===== config.mk =====
export PLATFORM = sky130hd
export DESIGN_NAME = motor_arming_supervisor_top_flat
export DESIGN_NICKNAME = d
export VERILOG_FILES = /design/src/hw/rtl/mas_pkg.sv /design/src/hw/rtl/mas_tick_if.sv /design/src/hw/rtl/mas_result_if.sv /design/src/hw/rtl/motor_arming_supervisor_top.sv /design/src/hw/rtl/mas_core.sv /design/src/flat_wrapper.sv
export SDC_FILE = /design/constraint.sdc
export NUM_CORES = 1
export LEC_CHECK = 0
export ABC_AREA = 0
export BUFFER_PORTS_ARGS = -buffer_cell sky130_fd_sc_hd__buf_2
export CAP_MARGIN = 20
export CORE_MARGIN = 2
export CORE_UTILIZATION = 50
export CTS_CLUSTER_DIAMETER = 80
export DETAILED_ROUTE_END_ITERATION = 12
export PLACE_DENSITY_LB_ADDON = 0.15
export SLEW_MARGIN = 5
export SYNTH_ARGS = -nofsm -noshare
export SYNTH_HDL_FRONTEND = slang
export SYNTH_SLANG_ARGS = --single-unit

===== constraint.sdc =====
create_clock -name i_clk -period 3.9 [get_ports i_clk]
set_input_delay 0.585 -clock i_clk [delete_from_list [all_inputs] [get_ports i_clk]]
set_output_delay 0.585 -clock i_clk [all_outputs]
set_load 0.01 [all_outputs]

===== src/hw/rtl/mas_pkg.sv =====
`default_nettype none
package mas_pkg;

    localparam int MOTOR_BITS = 11;
    localparam int MOTOR_W    = 11;
    localparam int THR_W      = 11;
    localparam int CODE_W     = 3;
    localparam int COUNT_W    = 16;
    localparam int LEVEL_W    = 10;
    localparam int CFG_IDX_W  = 3;
    localparam int CFG_DATA_W = 16;
    localparam int CMP_W      = ((MOTOR_BITS > LEVEL_W + 1) ? MOTOR_BITS : LEVEL_W + 1) + 1;

    localparam logic [COUNT_W-1:0] ARM_DELAY_RST  = 16'd600;
    localparam logic [LEVEL_W-1:0] RAMP_BASE_RST  = 10'd48;
    localparam logic [LEVEL_W-1:0] RAMP_SPAN_RST  = 10'd250;
    localparam logic [THR_W-1:0]   ARM_THR_RST    = 11'd50;
    localparam logic [THR_W-1:0]   TAKEOFF_THR_RST = 11'd20;

    typedef enum logic [CFG_IDX_W-1:0] {
        CFG_ARM_DELAY   = 3'd0,
        CFG_RAMP_BASE   = 3'd1,
        CFG_RAMP_SPAN   = 3'd2,
        CFG_ARM_THR     = 3'd3,
        CFG_TAKEOFF_THR = 3'd4
    } t_cfg_idx;

    typedef enum logic [4:0] {
        MODE_DISARMED = 5'b00001,
        MODE_ARMING   = 5'b00010,
        MODE_RAMP     = 5'b00100,
        MODE_FLY      = 5'b01000,
        MODE_FAILSAFE = 5'b10000
    } t_mode;

    localparam logic [CODE_W-1:0] CODE_DISARMED = 3'd0;
    localparam logic [CODE_W-1:0] CODE_ARMING   = 3'd1;
    localparam logic [CODE_W-1:0] CODE_RAMP     = 3'd2;
    localparam logic [CODE_W-1:0] CODE_FLY      = 3'd3;
    localparam logic [CODE_W-1:0] CODE_FAILSAFE = 3'd4;

    typedef struct packed {
        logic [COUNT_W-1:0] arm_delay_ticks;
        logic [LEVEL_W-1:0] ramp_base;
        logic [LEVEL_W-1:0] ramp_span;
        logic [THR_W-1:0]   arm_throttle_limit;
        logic [THR_W-1:0]   takeoff_throttle;
    } t_cfg;

    typedef struct packed {
        logic               stop_req;
        logic               link_ok;
        logic [THR_W-1:0]   stick_throttle;
        logic [MOTOR_W-1:0] ctrl_cmd_0;
        logic [MOTOR_W-1:0] ctrl_cmd_1;
        logic [MOTOR_W-1:0] ctrl_cmd_2;
        logic [MOTOR_W-1:0] ctrl_cmd_3;
    } t_tick;

    typedef struct packed {
        logic [MOTOR_W-1:0] motor_a;
        logic [MOTOR_W-1:0] motor_b;
        logic [MOTOR_W-1:0] motor_c;
        logic [MOTOR_W-1:0] motor_d;
        logic [CODE_W-1:0]  mode_code;
        logic               airborne;
        logic               controller_reset;
        logic               controller_run;
    } t_result;

    function automatic logic [CODE_W-1:0] mode_to_code(input t_mode m);
        logic [CODE_W-1:0] c;
        c = CODE_DISARMED;
        unique case (m)
            MODE_DISARMED: c = CODE_DISARMED;
            MODE_ARMING:   c = CODE_ARMING;
            MODE_RAMP:     c = CODE_RAMP;
            MODE_FLY:      c = CODE_FLY;
            MODE_FAILSAFE: c = CODE_FAILSAFE;
            default:       c = CODE_DISARMED;
        endcase
        return c;
    endfunction

endpackage
`default_nettype wire


===== src/hw/rtl/mas_tick_if.sv =====
`default_nettype none
interface mas_tick_if;
    logic           valid;
    logic           ready;
    mas_pkg::t_tick data;

    modport source(output valid, output data, input ready);
    modport sink(input valid, input data, output ready);
endinterface
`default_nettype wire


===== src/hw/rtl/mas_result_if.sv =====
`default_nettype none
interface mas_result_if;
    logic             valid;
    logic             ready;
    mas_pkg::t_result data;

    modport source(output valid, output data, input ready);
    modport sink(input valid, input data, output ready);
endinterface
`default_nettype wire


===== src/hw/rtl/motor_arming_supervisor_top.sv =====
`default_nettype none
// Motor arming supervisor. Each word on i_tick is one control tick and yields exactly
// one word on o_res in the same order. A tick is processed in the cycle it is accepted:
// the mode, arming counter, ramp level and airborne flag update at that edge and the
// result goes into a two-entry output buffer, so one tick per cycle is sustained as long
// as o_res is drained, and o_res.valid is high in the cycle after acceptance. i_tick
// is stalled only while both buffer entries hold untaken results. stop_req high or
// link_ok low forces failsafe in that same tick. Write the configuration registers
// (0 arm delay, 1 ramp base, 2 ramp span, 3 arm throttle limit, 4 takeoff throttle)
// only while no tick is in flight; writes to other indexes are ignored.
module motor_arming_supervisor_top (
    input  wire                              i_clk,
    input  wire                              i_rst_n,
    mas_tick_if.sink                         i_tick,
    mas_result_if.source                     o_res,
    input  wire                              i_cfg_we,
    input  wire [mas_pkg::CFG_IDX_W-1:0]     i_cfg_idx,
    input  wire [mas_pkg::CFG_DATA_W-1:0]    i_cfg_data
);

    mas_pkg::t_cfg    r_cfg;
    mas_pkg::t_result core_res;
    mas_pkg::t_result r_buf [2];
    logic             r_wptr;
    logic             r_rptr;
    logic [1:0]       r_cnt;
    logic             push;
    logic             pop;

    always_ff @(posedge i_clk) begin
        if (!i_rst_n) begin
            r_cfg.arm_delay_ticks    <= mas_pkg::ARM_DELAY_RST;
            r_cfg.ramp_base          <= mas_pkg::RAMP_BASE_RST;
            r_cfg.ramp_span          <= mas_pkg::RAMP_SPAN_RST;
            r_cfg.arm_throttle_limit <= mas_pkg::ARM_THR_RST;
            r_cfg.takeoff_throttle   <= mas_pkg::TAKEOFF_THR_RST;
        end else if (i_cfg_we) begin
            unique case (mas_pkg::t_cfg_idx'(i_cfg_idx))
                mas_pkg::CFG_ARM_DELAY:
                    r_cfg.arm_delay_ticks <= i_cfg_data;
                mas_pkg::CFG_RAMP_BASE:
                    r_cfg.ramp_base <= i_cfg_data[mas_pkg::LEVEL_W-1:0];
                mas_pkg::CFG_RAMP_SPAN:
                    r_cfg.ramp_span <= i_cfg_data[mas_pkg::LEVEL_W-1:0];
                mas_pkg::CFG_ARM_THR:
                    r_cfg.arm_throttle_limit <= i_cfg_data[mas_pkg::THR_W-1:0];
                mas_pkg::CFG_TAKEOFF_THR:
                    r_cfg.takeoff_throttle <= i_cfg_data[mas_pkg::THR_W-1:0];
                default: ;
            endcase
        end
    end

    assign i_tick.ready = (r_cnt != 2'd2);
    assign push         = i_tick.valid && i_tick.ready;
    assign pop          = o_res.valid && o_res.ready;

    mas_core u_core (
        .i_clk   (i_clk),
        .i_rst_n (i_rst_n),
        .i_acc   (push),
        .i_in    (i_tick.data),
        .i_cfg   (r_cfg),
        .o_res   (core_res)
    );

    always_ff @(posedge i_clk) begin
        if (push) begin
            r_buf[r_wptr] <= core_res;
        end
    end

    always_ff @(posedge i_clk) begin
        if (!i_rst_n) begin
            r_wptr <= 1'b0;
            r_rptr <= 1'b0;
            r_cnt  <= 2'd0;
        end else begin
            if (push) begin
                r_wptr <= !r_wptr;
            end
            if (pop) begin
                r_rptr <= !r_rptr;
            end
            case ({push, pop})
                2'b10:   r_cnt <= r_cnt + 2'd1;
                2'b01:   r_cnt <= r_cnt - 2'd1;
                default: r_cnt <= r_cnt;
            endcase
        end
    end

    assign o_res.valid = (r_cnt != 2'd0);
    assign o_res.data  = r_buf[r_rptr];

    a_cnt_bound: assert property (@(posedge i_clk) disable iff (!i_rst_n)
        r_cnt != 2'd3)
        else $error("output buffer overfilled");

    a_ptr_track: assert property (@(posedge i_clk) disable iff (!i_rst_n)
        (r_cnt == 2'd0 || r_cnt == 2'd2) |-> r_wptr == r_rptr)
        else $error("buffer pointers disagree with fill count");

    a_push_shows: assert property (@(posedge i_clk) disable iff (!i_rst_n)
        push |=> o_res.valid)
        else $error("accepted word not presented on output");

endmodule
`default_nettype wire


===== src/hw/rtl/mas_core.sv =====
`default_nettype none
module mas_core (
    input  wire                     i_clk,
    input  wire                     i_rst_n,
    input  wire                     i_acc,
    input  wire mas_pkg::t_tick     i_in,
    input  wire mas_pkg::t_cfg      i_cfg,
    output mas_pkg::t_result        o_res
);

    mas_pkg::t_mode                  r_mode, n_mode, eff_mode;
    logic [mas_pkg::COUNT_W-1:0]     r_arm_count, n_arm_count;
    logic [mas_pkg::MOTOR_BITS-1:0]  r_ramp_level, n_ramp_level;
    logic                            r_ramp_falling, n_ramp_falling;
    logic                            r_engaged, n_engaged;

    logic                            release_ok;
    logic                            ramp_drive;
    logic                            fly_drive;
    logic                            ctl_rst;

    always_comb begin
        eff_mode = (i_in.stop_req || !i_in.link_ok) ? mas_pkg::MODE_FAILSAFE : r_mode;
        release_ok = !i_in.stop_req && i_in.link_ok &&
                     (i_in.stick_throttle < i_cfg.arm_throttle_limit);

        n_mode         = eff_mode;
        n_arm_count    = r_arm_count;
        n_ramp_level   = r_ramp_level;
        n_ramp_falling = r_ramp_falling;
        n_engaged      = r_engaged;
        ramp_drive     = 1'b0;
        fly_drive      = 1'b0;
        ctl_rst        = 1'b0;

        unique case (eff_mode)
            mas_pkg::MODE_DISARMED: begin
                n_engaged = 1'b0;
                if (release_ok) begin
                    n_arm_count = '0;
                    n_mode      = mas_pkg::MODE_ARMING;
                end
            end
            mas_pkg::MODE_ARMING: begin
                n_engaged   = 1'b0;
                n_arm_count = r_arm_count + 1'b1;
                if (n_arm_count >= i_cfg.arm_delay_ticks) begin
                    n_ramp_level   = mas_pkg::MOTOR_BITS'(i_cfg.ramp_base);
                    n_ramp_falling = 1'b0;
                    n_mode         = mas_pkg::MODE_RAMP;
                end
            end
            mas_pkg::MODE_RAMP: begin
                n_engaged  = 1'b0;
                ramp_drive = 1'b1;
                if (!r_ramp_falling) begin
                    n_ramp_level = r_ramp_level + 1'b1;
                    // turn down once the top of the ramp is reached
                    if (mas_pkg::CMP_W'(n_ramp_level) >=
                        mas_pkg::CMP_W'(i_cfg.ramp_base) + mas_pkg::CMP_W'(i_cfg.ramp_span)) begin
                        n_ramp_falling = 1'b1;
                    end
                end else if (mas_pkg::CMP_W'(r_ramp_level) > mas_pkg::CMP_W'(i_cfg.ramp_base)) begin
                    n_ramp_level = r_ramp_level - 1'b1;
                end else begin
                    n_ramp_level = '0;
                    ctl_rst      = 1'b1;
                    n_mode       = mas_pkg::MODE_FLY;
                end
            end
            mas_pkg::MODE_FLY: begin
                if (!r_engaged && (i_in.stick_throttle < i_cfg.takeoff_throttle)) begin
                    ctl_rst = 1'b1;
                end else begin
                    n_engaged = 1'b1;
                    fly_drive = 1'b1;
                end
            end
            mas_pkg::MODE_FAILSAFE: begin
                n_engaged = 1'b0;
                if (release_ok) begin
                    n_mode  = mas_pkg::MODE_DISARMED;
                    ctl_rst = 1'b1;
                end
            end
            default: begin
                n_mode = mas_pkg::MODE_DISARMED;
            end
        endcase
    end

    always_comb begin
        o_res = '0;
        if (ramp_drive) begin
            o_res.motor_a = mas_pkg::MOTOR_W'(n_ramp_level);
            o_res.motor_b = mas_pkg::MOTOR_W'(n_ramp_level);
            o_res.motor_c = mas_pkg::MOTOR_W'(n_ramp_level);
            o_res.motor_d = mas_pkg::MOTOR_W'(n_ramp_level);
        end else if (fly_drive) begin
            // swap slots pairwise: 1, 0, 3, 2
            o_res.motor_a = i_in.ctrl_cmd_1;
            o_res.motor_b = i_in.ctrl_cmd_0;
            o_res.motor_c = i_in.ctrl_cmd_3;
            o_res.motor_d = i_in.ctrl_cmd_2;
        end
        o_res.mode_code        = mas_pkg::mode_to_code(n_mode);
        o_res.airborne         = n_engaged;
        o_res.controller_reset = ctl_rst;
        o_res.controller_run   = fly_drive;
    end

    always_ff @(posedge i_clk) begin
        if (!i_rst_n) begin
            r_mode         <= mas_pkg::MODE_DISARMED;
            r_arm_count    <= '0;
            r_ramp_level   <= '0;
            r_ramp_falling <= 1'b0;
            r_engaged      <= 1'b0;
        end else if (i_acc) begin
            r_mode         <= n_mode;
            r_arm_count    <= n_arm_count;
            r_ramp_level   <= n_ramp_level;
            r_ramp_falling <= n_ramp_falling;
            r_engaged      <= n_engaged;
        end
    end

    a_kill_holds_failsafe: assert property (@(posedge i_clk) disable iff (!i_rst_n)
        i_acc && i_in.stop_req |=> r_mode == mas_pkg::MODE_FAILSAFE)
        else $error("stop request did not leave the block in failsafe");

    a_run_needs_engaged: assert property (@(posedge i_clk) disable iff (!i_rst_n)
        i_acc && o_res.controller_run |=> r_engaged && r_mode == mas_pkg::MODE_FLY)
        else $error("controller ran without being engaged in fly");

    a_arm_count_steps: assert property (@(posedge i_clk) disable iff (!i_rst_n)
        i_acc && r_mode == mas_pkg::MODE_ARMING && !i_in.stop_req && i_in.link_ok
        |=> r_arm_count == mas_pkg::COUNT_W'($past(r_arm_count) + 1'b1))
        else $error("arming counter did not advance by one");

    a_reset_motors_off: assert property (@(posedge i_clk) disable iff (!i_rst_n)
        i_acc && o_res.controller_reset |-> !o_res.controller_run && o_res.motor_a == '0)
        else $error("motors driven in a controller reset tick");

endmodule
`default_nettype wire

===== src/flat_wrapper.sv =====
// flat-port wrapper written by rule: the top's interface ports become plain ports
module motor_arming_supervisor_top_flat 
  (i_clk, i_rst_n, i_cfg_we, i_cfg_idx, i_cfg_data, i_tick_valid, i_tick_data, i_tick_ready, o_res_valid, o_res_data, o_res_ready);
  mas_tick_if i_tick_i ();
  mas_result_if o_res_i ();
  input  wire i_clk;
  input  wire i_rst_n;
  input  wire i_cfg_we;
  input  wire [mas_pkg::CFG_IDX_W-1:0] i_cfg_idx;
  input  wire [mas_pkg::CFG_DATA_W-1:0] i_cfg_data;
  input wire logic [$bits(i_tick_i.valid)-1:0] i_tick_valid;
  input wire logic [$bits(i_tick_i.data)-1:0] i_tick_data;
  output wire logic [$bits(i_tick_i.ready)-1:0] i_tick_ready;
  output wire logic [$bits(o_res_i.valid)-1:0] o_res_valid;
  output wire logic [$bits(o_res_i.data)-1:0] o_res_data;
  input wire logic [$bits(o_res_i.ready)-1:0] o_res_ready;
  assign i_tick_i.valid = i_tick_valid;
  assign i_tick_i.data = i_tick_data;
  assign i_tick_ready = i_tick_i.ready;
  assign o_res_valid = o_res_i.valid;
  assign o_res_data = o_res_i.data;
  assign o_res_i.ready = o_res_ready;
  motor_arming_supervisor_top u_core (.i_clk(i_clk), .i_rst_n(i_rst_n), .i_tick(i_tick_i), .o_res(o_res_i), .i_cfg_we(i_cfg_we), .i_cfg_idx(i_cfg_idx), .i_cfg_data(i_cfg_data));
endmodule

==> results by group, run 1 <==
Power
  – Leakage: 5.088 nW
  – Switching part of the total power: 29.09%
  – Share of total power in the clock network: 33.7%
  – Comb pwr share: 20.5%
  – Int Power: 3.767 mW
  – Net switching power: 1.545 mW
  – Total power: 5.312 mW
  – Sequential share of power: 45.8%
  – Max VDD drop: 0.0003169 V
  – Pwr dens: 439.8 nW/µm²

Route
  – DR vias/cell: 5.493
  – Routed wire length: 25410 µm
  – Iteration-0 DRC Markers: 470
  – DR DRC count: 0
  – Vias: 8129
  – DRT antenna net count: 0
  – Wire per inst: 17.17 µm
  – First-pass DRT Iterations: 5

Worst setup path
  – CP max stage cell: dfxtp_1
  – CP startpoint kind: flop
  – Crit path DAT: 3.86 ns
  – Maximum fanout along the worst path: 6
  – RR Endpoint: u_core.r_buf[1][3]
  – CP required: 4.20 ns
  – R2R Path Start: u_core.u_core.r_arm_count[0]
  – Cell mode on critical path: and3_1
  – Endpoint class of the critical path: flop
  – Flop-to-flop setup slack: 0.34 ns
  – FF-to-FF path depth: 15
  – Crit path kind: reg -> reg
  – Critical path, cell by cell: ha_1, and3_1, and3_1, and3_1, and2_1, nand3_1, xnor2_1, ha_1, nand4_1, nor3_1, nor4_2, o21ai_1, o41a_1, a41o_1, nand2_1
  – Slowest cell delay on critical path: 0.42 ns

Clock tree
  – CTS clk-pin slew, worst paths: 0.08 ns
  – TritonCTS clock tree: done
  – CTS root buf: clkbuf_16
  – Clock sink count: 197
  – CTS Buffer Depth: 2
  – Clk_lat worst skew: 0.43 ns
  – CTS HTree Levels: 4
  – CTS Buf Count: 17

Finish
  – Antenna cells: 0
  – Layout Cell Area excl Fill: 12080 µm²
  – Layout cells sized above 1: 20.50%
  – Synth-to-Final Area Change: 13.78%
  – Nets: 1345

Floorplanning
  – Die H: 149.7 µm
  – Core area: 20960 µm²
  – Initial Util: 50.66%
  – I/O pin count: 133
  – Die W: 149.7 µm
  – Cell Rows: 53
  – Die area: 22410 µm²

Global routing
  – First-pass GRT wire length: 39950 µm
  – Initial antenna violation count: 0
  – Largest net degree at the start of global routing: 58
  – Global Route Usage Sum: 22.79%
  – Vias in the first global route: 7714
  – Global-route congestion overflow total: 0

STA
  – Fin crit period: 3.559 ns
  – Worst Tran Pin Value: 0.7316 ns
  – RSZ-0062 raised after global routing: no
  – Setup WS post-layout: 0.3407 ns
  – Slew headroom: 51.23%
  – Final TNS setup: 0 ns
  – Hold_ws: 0.3914 ns
  – Final setup vio count: 0
  – FMAX: 281.0 MHz
  – Max-slew violation count: 0
  – Final hold vios: 0
  – Clock Skews: 0.01133 ns
  – Fin crit share: 91.26%

Logic synthesis
  – Top cell type by total area after synthesis: edfxtp_1
  – Post-Syn Area: 10620 µm²
  – Synth warn: 0
  – Synthesized area per cell: 9.803 µm²
  – Number of flops mapped to enable cells by yosys: 100
  – Synth top area cells: edfxtp_1, dfxtp_1, ha_1
  – Syn Nets: 1236
  – Count leader, synth: nand2_1
  – Library cells used by synthesis: 70
  – Share of the synthesized area in the top cell type: 28.29%
  – #FFs+latches synth: 197
  – Post-synth top flop: edfxtp_1
  – Asr flop ratio synth: 0%
  – Top cells by count, synth: nand2_1, edfxtp_1, dfxtp_1
  – Synthesized instance count: 1083
  – Post-synthesis sequential area ratio: 46.58%

Placed design
  – Pre-CTS setup slack: 0.3079 ns
  – GP Congestion: 0.8659
  – DP Wirelength: 18260 µm
  – Number of port buffers: 132
  – Post-DP Area: 11450 µm²

Hold path
  – HP Class: in -> reg
  – Hold Path Sink: u_core.r_cfg[56]
  – Hold_sp: i_cfg_data[14]
  – Hold depth: 3

Status
  – Status: completed

Run
  – Maximum Capacitance Violations: 0
## worst max-delay path by stage
stage | start | endpoint | depth (start not counted)
after global routing | u_core.u_core.r_arm_count[0] | u_core.u_core.r_mode[1] | 15
final | u_core.u_core.r_arm_count[0] | u_core.r_buf[1][3] | 15
after detailed placement | u_core.u_core.r_arm_count[0] | u_core.u_core.r_mode[1] | 15
after floorplan | i_tick_valid | u_core.r_buf[0][0] | 4
after CTS | u_core.u_core.r_arm_count[0] | u_core.r_buf[1][3] | 15
after global placement | u_core.u_core.r_arm_count[0] | u_core.u_core.r_mode[1] | 15
## cell families (layout without fill, tap and decap cells)
kind of cell	after synthesis	in the layout	synth area share [%]
DFF	197	197	46.58
adders and majority gates	72	72	8.556
muxes	50	50	5.303
AOI/OAI and AO/OA	222	222	14.21
buffers and inverters	104	226	4.325
xor gates and xnor gates	46	46	3.795
and+or+nand+nor	392	392	17.23
## area by class of cell
class                           instances  area (µm²)
Fill cell                            1909        8876
Multi-Input combinational cell        782        5239
Sequential cell                       197        4946
Timing Repair Buffer                  139       725.7
Clock buffer                           18       450.4
Tap cell                              275       344.1
Inverter                               55       206.4
Clock inverter                         14       167.7
## routing by layer
| metal | part of all wire (%) | up-vias | track usage [%] | wire [µm] |
|---|---|---|---|---|
| met5 | 0 | - | 0 | 0 |
| met4 | 1.5 | 0 | 6.934 | 382 |
| met3 | 6.3 | 32 | 3.445 | 1607 |
| met2 | 47 | 227 | 38.14 | 11870 |
| met1 | 45 | 3813 | 30.62 | 11550 |
| li1 | - | 4057 | - | - |
## worst max-delay path: cells and delay by family (launching register included)
kind                       cells  cell delay, ns
DFF                            1            0.42
adders and majority gates      2            0.56
AOI/OAI and AO/OA              3            0.82
and+or+nand+nor                9            1.45
xor gates and xnor gates       1            0.15
## power by group through the flow
stage          combinational (mW)  sequential, mW  clock, mW
6_report                     1.09            2.43       1.79
5_1_grt                      1.19            2.45       1.92
4_1_cts                      1.10            2.43       1.83
3_5_place_dp                 1.09            2.48          0
3_3_place_gp                 1.09            2.47          0
2_1_floorplan               0.727            2.46          0
## what timing repair did
action | 4_1_cts | 5_1_grt
hold buffers | 0 | 0
setup buffers | 0 | 0
gates resized for setup | 0 | 1
setup endpoints to repair | 0 | 3
## metrics by stage
step                      utilization, %  instances
after global placement             54.66       1448
after global routing               57.64       1480
final                              57.64       1480
after CTS                          57.61       1480
after floorplan                        -       1083
after detailed placement           54.66       1448
## sequential cells by signal (all words and copies together) (netlist names), named ones only
name                          flops
u_core.u_core.r_mode              5
u_core.u_core.r_engaged           1
u_core.u_core.r_ramp_falling      1
u_core.u_core.r_ramp_level       11
u_core.u_core.r_arm_count        16
u_core.r_wptr                     1
u_core.r_rptr                     1
u_core.r_cnt                      2
u_core.r_cfg                     58
u_core.r_buf                    100
## layout by cell type, fill, tap and decap left out, types with 29 or more instances in the layout
master / synthesis / layout
nand2_1: 231 / 231
buf_2: 9 / 132
edfxtp_1: 100 / 100
dfxtp_1: 97 / 96
ha_1: 71 / 71
inv_1: 53 / 53
mux2_2: 50 / 50
a21boi_0: 44 / 44
nor2_1: 42 / 41
o21ai_0: 32 / 32
a21oi_1: 30 / 30
nand3_1: 29 / 29
xnor2_1: 29 / 29
(Power assumes the default switching activity.)
==> inputs of run 2 (changes only) <==
Settings changed: BUFFER_PORTS_ARGS -buffer_cell sky130_fd_sc_hd__buf_2 to -buffer_cell sky130_fd_sc_hd__clkbuf_2.
==> results by group, run 2 (synthesized netlist as in run 1, its figures left out) <==
Power
  – Sequential share of power: 45.7%
  – Net switching power: 1.538 mW
  – Max VDD drop: 0.0003099 V
  – Int Power: 3.849 mW
  – Leakage: 5.123 nW
  – Pwr dens: 445.3 nW/µm²
  – Comb pwr share: 19.9%
  – Switching part of the total power: 28.55%
  – Share of total power in the clock network: 34.4%

Clock tree
  – CTS root buf: clkbuf_16
  – Post-CTS Resized: 0
  – Cts hold-fix bufs: 0
  – CTS clk-pin slew, worst paths: 0.08 ns
  – Clock sink count: 197
  – Post-CTS Setup Bufs: 0
  – CTS Buf Count: 17
  – Clk_lat worst skew: 0.43 ns
  – CTS HTree Levels: 4
  – CTS Buffer Depth: 2
  – TritonCTS clock tree: done

Global routing
  – First-pass GRT wire length: 40700 µm
  – Initial antenna violation count: 0
  – Global Route Usage Sum: 23.23%
  – Global-route congestion overflow total: 0
  – Largest net degree at the start of global routing: 83
  – Vias in the first global route: 7911

Floorplanning
  – Die W: 149.7 µm
  – Core area: 20960 µm²
  – I/O pin count: 133
  – Cell Rows: 53
  – Initial Util: 50.66%
  – Die area: 22410 µm²
  – Die H: 149.7 µm

Route
  – First-pass DRT Iterations: 5
  – DR vias/cell: 5.531
  – Iteration-0 DRC Markers: 517
  – DRT antenna net count: 0
  – Vias: 8192
  – Wire per inst: 17.30 µm
  – DR DRC count: 0
  – Routed wire length: 25620 µm

Worst setup path
  – CP startpoint kind: flop
  – CP top delay family: simple AND/OR/NAND/NOR gates
  – CP required: 4.25 ns
  – Maximum fanout along the worst path: 6
  – Slowest cell delay on critical path: 0.42 ns
  – Crit path kind: reg -> reg
  – Critical path, cell by cell: ha_1, and3_1, and3_1, and3_1, and2_1, nand3_1, xnor2_1, ha_1, nand4_1, nor3_1, nor4_2, o21ai_2, o41a_1, a41o_1, o21ai_0
  – CP max stage cell: dfxtp_1
  – Crit path from: u_core.u_core.r_arm_count[0]
  – Crit path DAT: 3.86 ns
  – Cell mode on critical path: and3_1
  – R2R Path Start: u_core.u_core.r_arm_count[0]
  – Endpoint class of the critical path: flop
  – Worst Path Buf+Inv: 0

STA
  – RSZ-0062 raised after global routing: no
  – FMAX: 284.9 MHz
  – Final TNS setup: 0 ns
  – Fin crit period: 3.510 ns
  – Fin crit share: 89.99%
  – Worst Tran Pin Value: 0.7847 ns
  – Clock Skews: 0.01459 ns
  – Slew headroom: 47.69%
  – Final setup vio count: 0
  – Final hold vios: 0
  – Max-slew violation count: 0

Placed design
  – GP Congestion: 0.8747
  – Post-DP Area: 11460 µm²
  – Number of port buffers: 132
  – DP Wirelength: 18690 µm
  – # placed instances: 1449

Finish
  – Nets: 1346
  – Antenna cells: 0
  – Register with the most flip-flops: u_core.r_buf
  – Layout Cell Area excl Fill: 12100 µm²
  – Finished Layout Cells: 1481
  – Most frequent cells in the layout: nand2_1, clkbuf_2, edfxtp_1
  – Number of flip-flops in the largest register: 100
  – Biggest regs: u_core.r_buf: 100 flops, u_core.r_cfg: 58 flops, u_core.u_core.r_arm_count: 16 flops
  – Fill count: 1924
  – Commonest non-fill, non-tap cell in the layout: nand2_1
  – Synth-to-Final Area Change: 13.94%
  – Core Util, Final: 57.73%
  – Layout cells sized above 1: 20.65%

Hold path
  – Hold_sp: i_cfg_data[12]
  – HP Class: in -> reg

Run
  – Maximum Capacitance Violations: 0

Status
  – Status: completed
-- run 2: path summary, 6_finish.rpt --
path | endpoint | slack (ns) | cells after the start
max | u_core.u_core.r_mode[1] | 0.39 | 15
min | u_core.r_cfg[54] | 0.38 | 3
max reg2reg | u_core.u_core.r_mode[1] | 0.39 | 15
min reg2reg | u_core.r_cfg[10] | 0.46 | 2
-- run 2: metal layers --
metal | vias up | part of all wire [%] | GRT usage (%)
met3 | 39 | 5.8 | 3.384
met5 | - | 0 | 0
met2 | 238 | 47 | 39.08
met1 | 3849 | 45 | 30.97
li1 | 4066 | - | -
met4 | 0 | 2.1 | 7.453
-- run 2: worst min-delay path, delay by kind of cell --
family                 cells  cell delay, ns
AND/OR/NAND/NOR            1            0.04
buffers and inverters      1            0.08
AO/OA/AOI/OAI              1            0.06
-- run 2: cell type report --
cell class                      instances  area, µm²  area share [%]
Clock buffer                           17      425.4           3.517
Clock inverter                         15      198.9           1.645
Inverter                               55      206.4           1.707
Multi-Input combinational cell        782       5243           43.34
Sequential cell                       197       4946           40.89
Tap cell                              275      344.1           2.844
Timing Repair Buffer                  140      733.2           6.061
-- run 2: power by group through the flow --
stage          combinational [mW]  clock, mW  sequential, mW
3_3_place_gp                 1.07          0            2.51
3_5_place_dp                 1.08          0            2.51
5_1_grt                      1.18       1.96            2.49
6_report                     1.07       1.85            2.46
2_1_floorplan               0.727          0            2.46
4_1_cts                      1.08       1.88            2.47
-- run 2: metrics by stage --
| step | total power, mW | setup slack, ns | hold slack (ns) |
|---|---|---|---|
| final | 5.386 | 0.3904 | 0.3754 |
| after global routing | 5.618 | 0.01508 | 0.3860 |
| after detailed placement | 3.590 | 0.3102 | 0.4583 |
| after floorplan | 3.188 | 0.3955 | 0.4435 |
| after global placement | 3.580 | 0.3972 | 0.4524 |
| after CTS | 5.430 | 0.2950 | 0.3684 |
==> inputs of run 3 (changes only) <==
Settings changed: CELL_PAD_IN_SITES_DETAIL_PLACEMENT from default to 0, CELL_PAD_IN_SITES_GLOBAL_PLACEMENT from default to 1, CORE_UTILIZATION 50 to 46.
==> results by group, run 3 (synthesized netlist as in run 1, its figures left out) <==
Status
  – Status: completed

Placed design
  – DP Wirelength: 19460 µm
  – # placed instances: 1460
  – GP Congestion: 0.8995
  – Number of port buffers: 132

Global routing
  – First-pass GRT wire length: 42310 µm
  – Global Route Usage Sum: 22.49%
  – Global-route congestion overflow total: 0
  – Initial antenna violation count: 0
  – Largest net degree at the start of global routing: 65
  – Vias in the first global route: 7678

Finish
  – Biggest regs: u_core.r_buf: 100 flops, u_core.r_cfg: 58 flops, u_core.u_core.r_arm_count: 16 flops
  – Antenna cells: 0
  – Nets: 1347
  – Finished Layout Cells: 1492
  – Synth-to-Final Area Change: 14.27%
  – Most frequent cells in the layout: nand2_1, clkbuf_2, edfxtp_1
  – Register with the most flip-flops: u_core.r_buf
  – Layout cells sized above 1: 20.63%
  – Fill count: 2057
  – Commonest non-fill, non-tap cell in the layout: nand2_1
  – Number of flip-flops in the largest register: 100

Power
  – Max VDD drop: 0.0003113 V
  – Net switching power: 1.664 mW
  – Leakage: 5.145 nW
  – Share of total power in the clock network: 34.4%
  – Switching part of the total power: 30.63%
  – Comb pwr share: 20.0%
  – Int Power: 3.768 mW
  – Pwr dens: 447.8 nW/µm²
  – Sequential share of power: 45.6%

Clock tree
  – CTS clk-pin slew, worst paths: 0.09 ns
  – CTS root buf: clkbuf_16
  – Post-CTS Setup Bufs: 0
  – CTS Buf Count: 17
  – Clock sink count: 197
  – Cts hold-fix bufs: 0
  – CTS HTree Levels: 4
  – Post-CTS Resized: 0
  – CTS Buffer Depth: 2
  – Clk_lat worst skew: 0.44 ns
  – TritonCTS clock tree: done

STA
  – Fin crit share: 90.34%
  – Final setup vio count: 0
  – Fin crit period: 3.523 ns
  – Final TNS setup: 0 ns
  – Final hold vios: 0
  – Worst Tran Pin Value: 0.8322 ns
  – Clock Skews: 0.01557 ns
  – RSZ-0062 raised after global routing: no
  – FMAX: 283.8 MHz
  – Slew headroom: 44.52%
  – Max-slew violation count: 0
  – Hold_ws: 0.3676 ns

Worst setup path
  – Flop-to-flop setup slack: 0.38 ns
  – Crit path kind: reg -> reg
  – Maximum fanout along the worst path: 6
  – CP startpoint kind: flop
  – Crit path DAT: 3.82 ns
  – Endpoint class of the critical path: flop
  – CP required: 4.20 ns

Floorplanning
  – Initial Util: 46.89%
  – Die area: 24310 µm²
  – Die H: 155.9 µm
  – Die W: 155.9 µm
  – I/O pin count: 133
  – Cell Rows: 55
  – Core area: 22640 µm²

Route
  – DRT antenna net count: 0
  – DR vias/cell: 5.422
  – DR DRC count: 0
  – Iteration-0 DRC Markers: 511
  – Wire per inst: 18.07 µm
  – Vias: 8090
  – Routed wire length: 26950 µm
  – First-pass DRT Iterations: 5

Run
  – Maximum Capacitance Violations: 0

Hold path
  – HP Class: in -> reg
[run 3: cell types whose count changed in the layout (fill, tap and decap cells not counted), sizes merged]
| cell | before | now |
|---|---|---|
| inv | 62 | 66 |
| bufinv | 2 | 0 |
| buf | 8 | 9 |
| clkinv | 5 | 4 |
| clkinvlp | 1 | 0 |
[run 3: power by group through the flow]
stage	Sequential (mW)	Combinational (mW)	Clock, mW
finish	2.48	1.08	1.87
detailed placement	2.53	1.09	0
global route	2.50	1.19	1.99
CTS	2.48	1.10	1.90
floorplan	2.46	0.727	0
global placement	2.52	1.09	0
[run 3: worst paths after layout]
| path | end | start | cells after the start |
|---|---|---|---|
| min | u_core.r_cfg[54] | i_cfg_data[12] | 3 |
| max reg2reg | u_core.r_buf[0][3] | u_core.u_core.r_arm_count[0] | 15 |
| min reg2reg | u_core.r_cfg[17] | u_core.r_cfg[17] | 2 |
| max | u_core.r_buf[0][3] | u_core.u_core.r_arm_count[0] | 15 |
[run 3: layout make-up]
cell class / count / area, µm² / area share, %
inverters: 55 / 206.4 / 1.702
well taps: 285 / 356.6 / 2.939
clock buffers: 17 / 425.4 / 3.507
multi-input cells: 782 / 5245 / 43.23
clock inverters: 15 / 211.5 / 1.743
repair buffers: 141 / 740.7 / 6.106
flip-flops and latches: 197 / 4946 / 40.77
[run 3: worst max-delay path, stage by stage (launching register included)]
cell and delay (ns):
dfxtp_1 0.42, ha_1 0.27, and3_1 0.23, and3_1 0.18
and3_1 0.20, and2_1 0.15, nand3_1 0.11, xnor2_1 0.15
ha_1 0.29, nand4_1 0.12, nor3_1 0.09, nor4_2 0.29
o21ai_1 0.20, o41a_1 0.34, a41o_1 0.26, nand2_1 0.09
[run 3: metal layers]
metal  global-route usage, %  wire [µm]  vias up
met5                       0          0        -
met4                   5.898        382        0
met3                   3.111       1435       28
met2                   37.84      12620      241
met1                   30.64      12510     3760
li1                        -          -     4061
[run 3: per-stage QoR]
step                      util [%]  setup slack [ns]  total power [mW]  area (µm²)
after detailed placement     50.72            0.3124             3.616       11480
after floorplan                  -            0.3955             3.188       10620
after CTS                    53.53            0.2646             5.477       12120
after global routing         53.58           0.04217             5.676       12130
final                        53.58            0.3767             5.432       12130
after global placement       50.72            0.3932             3.609       11480
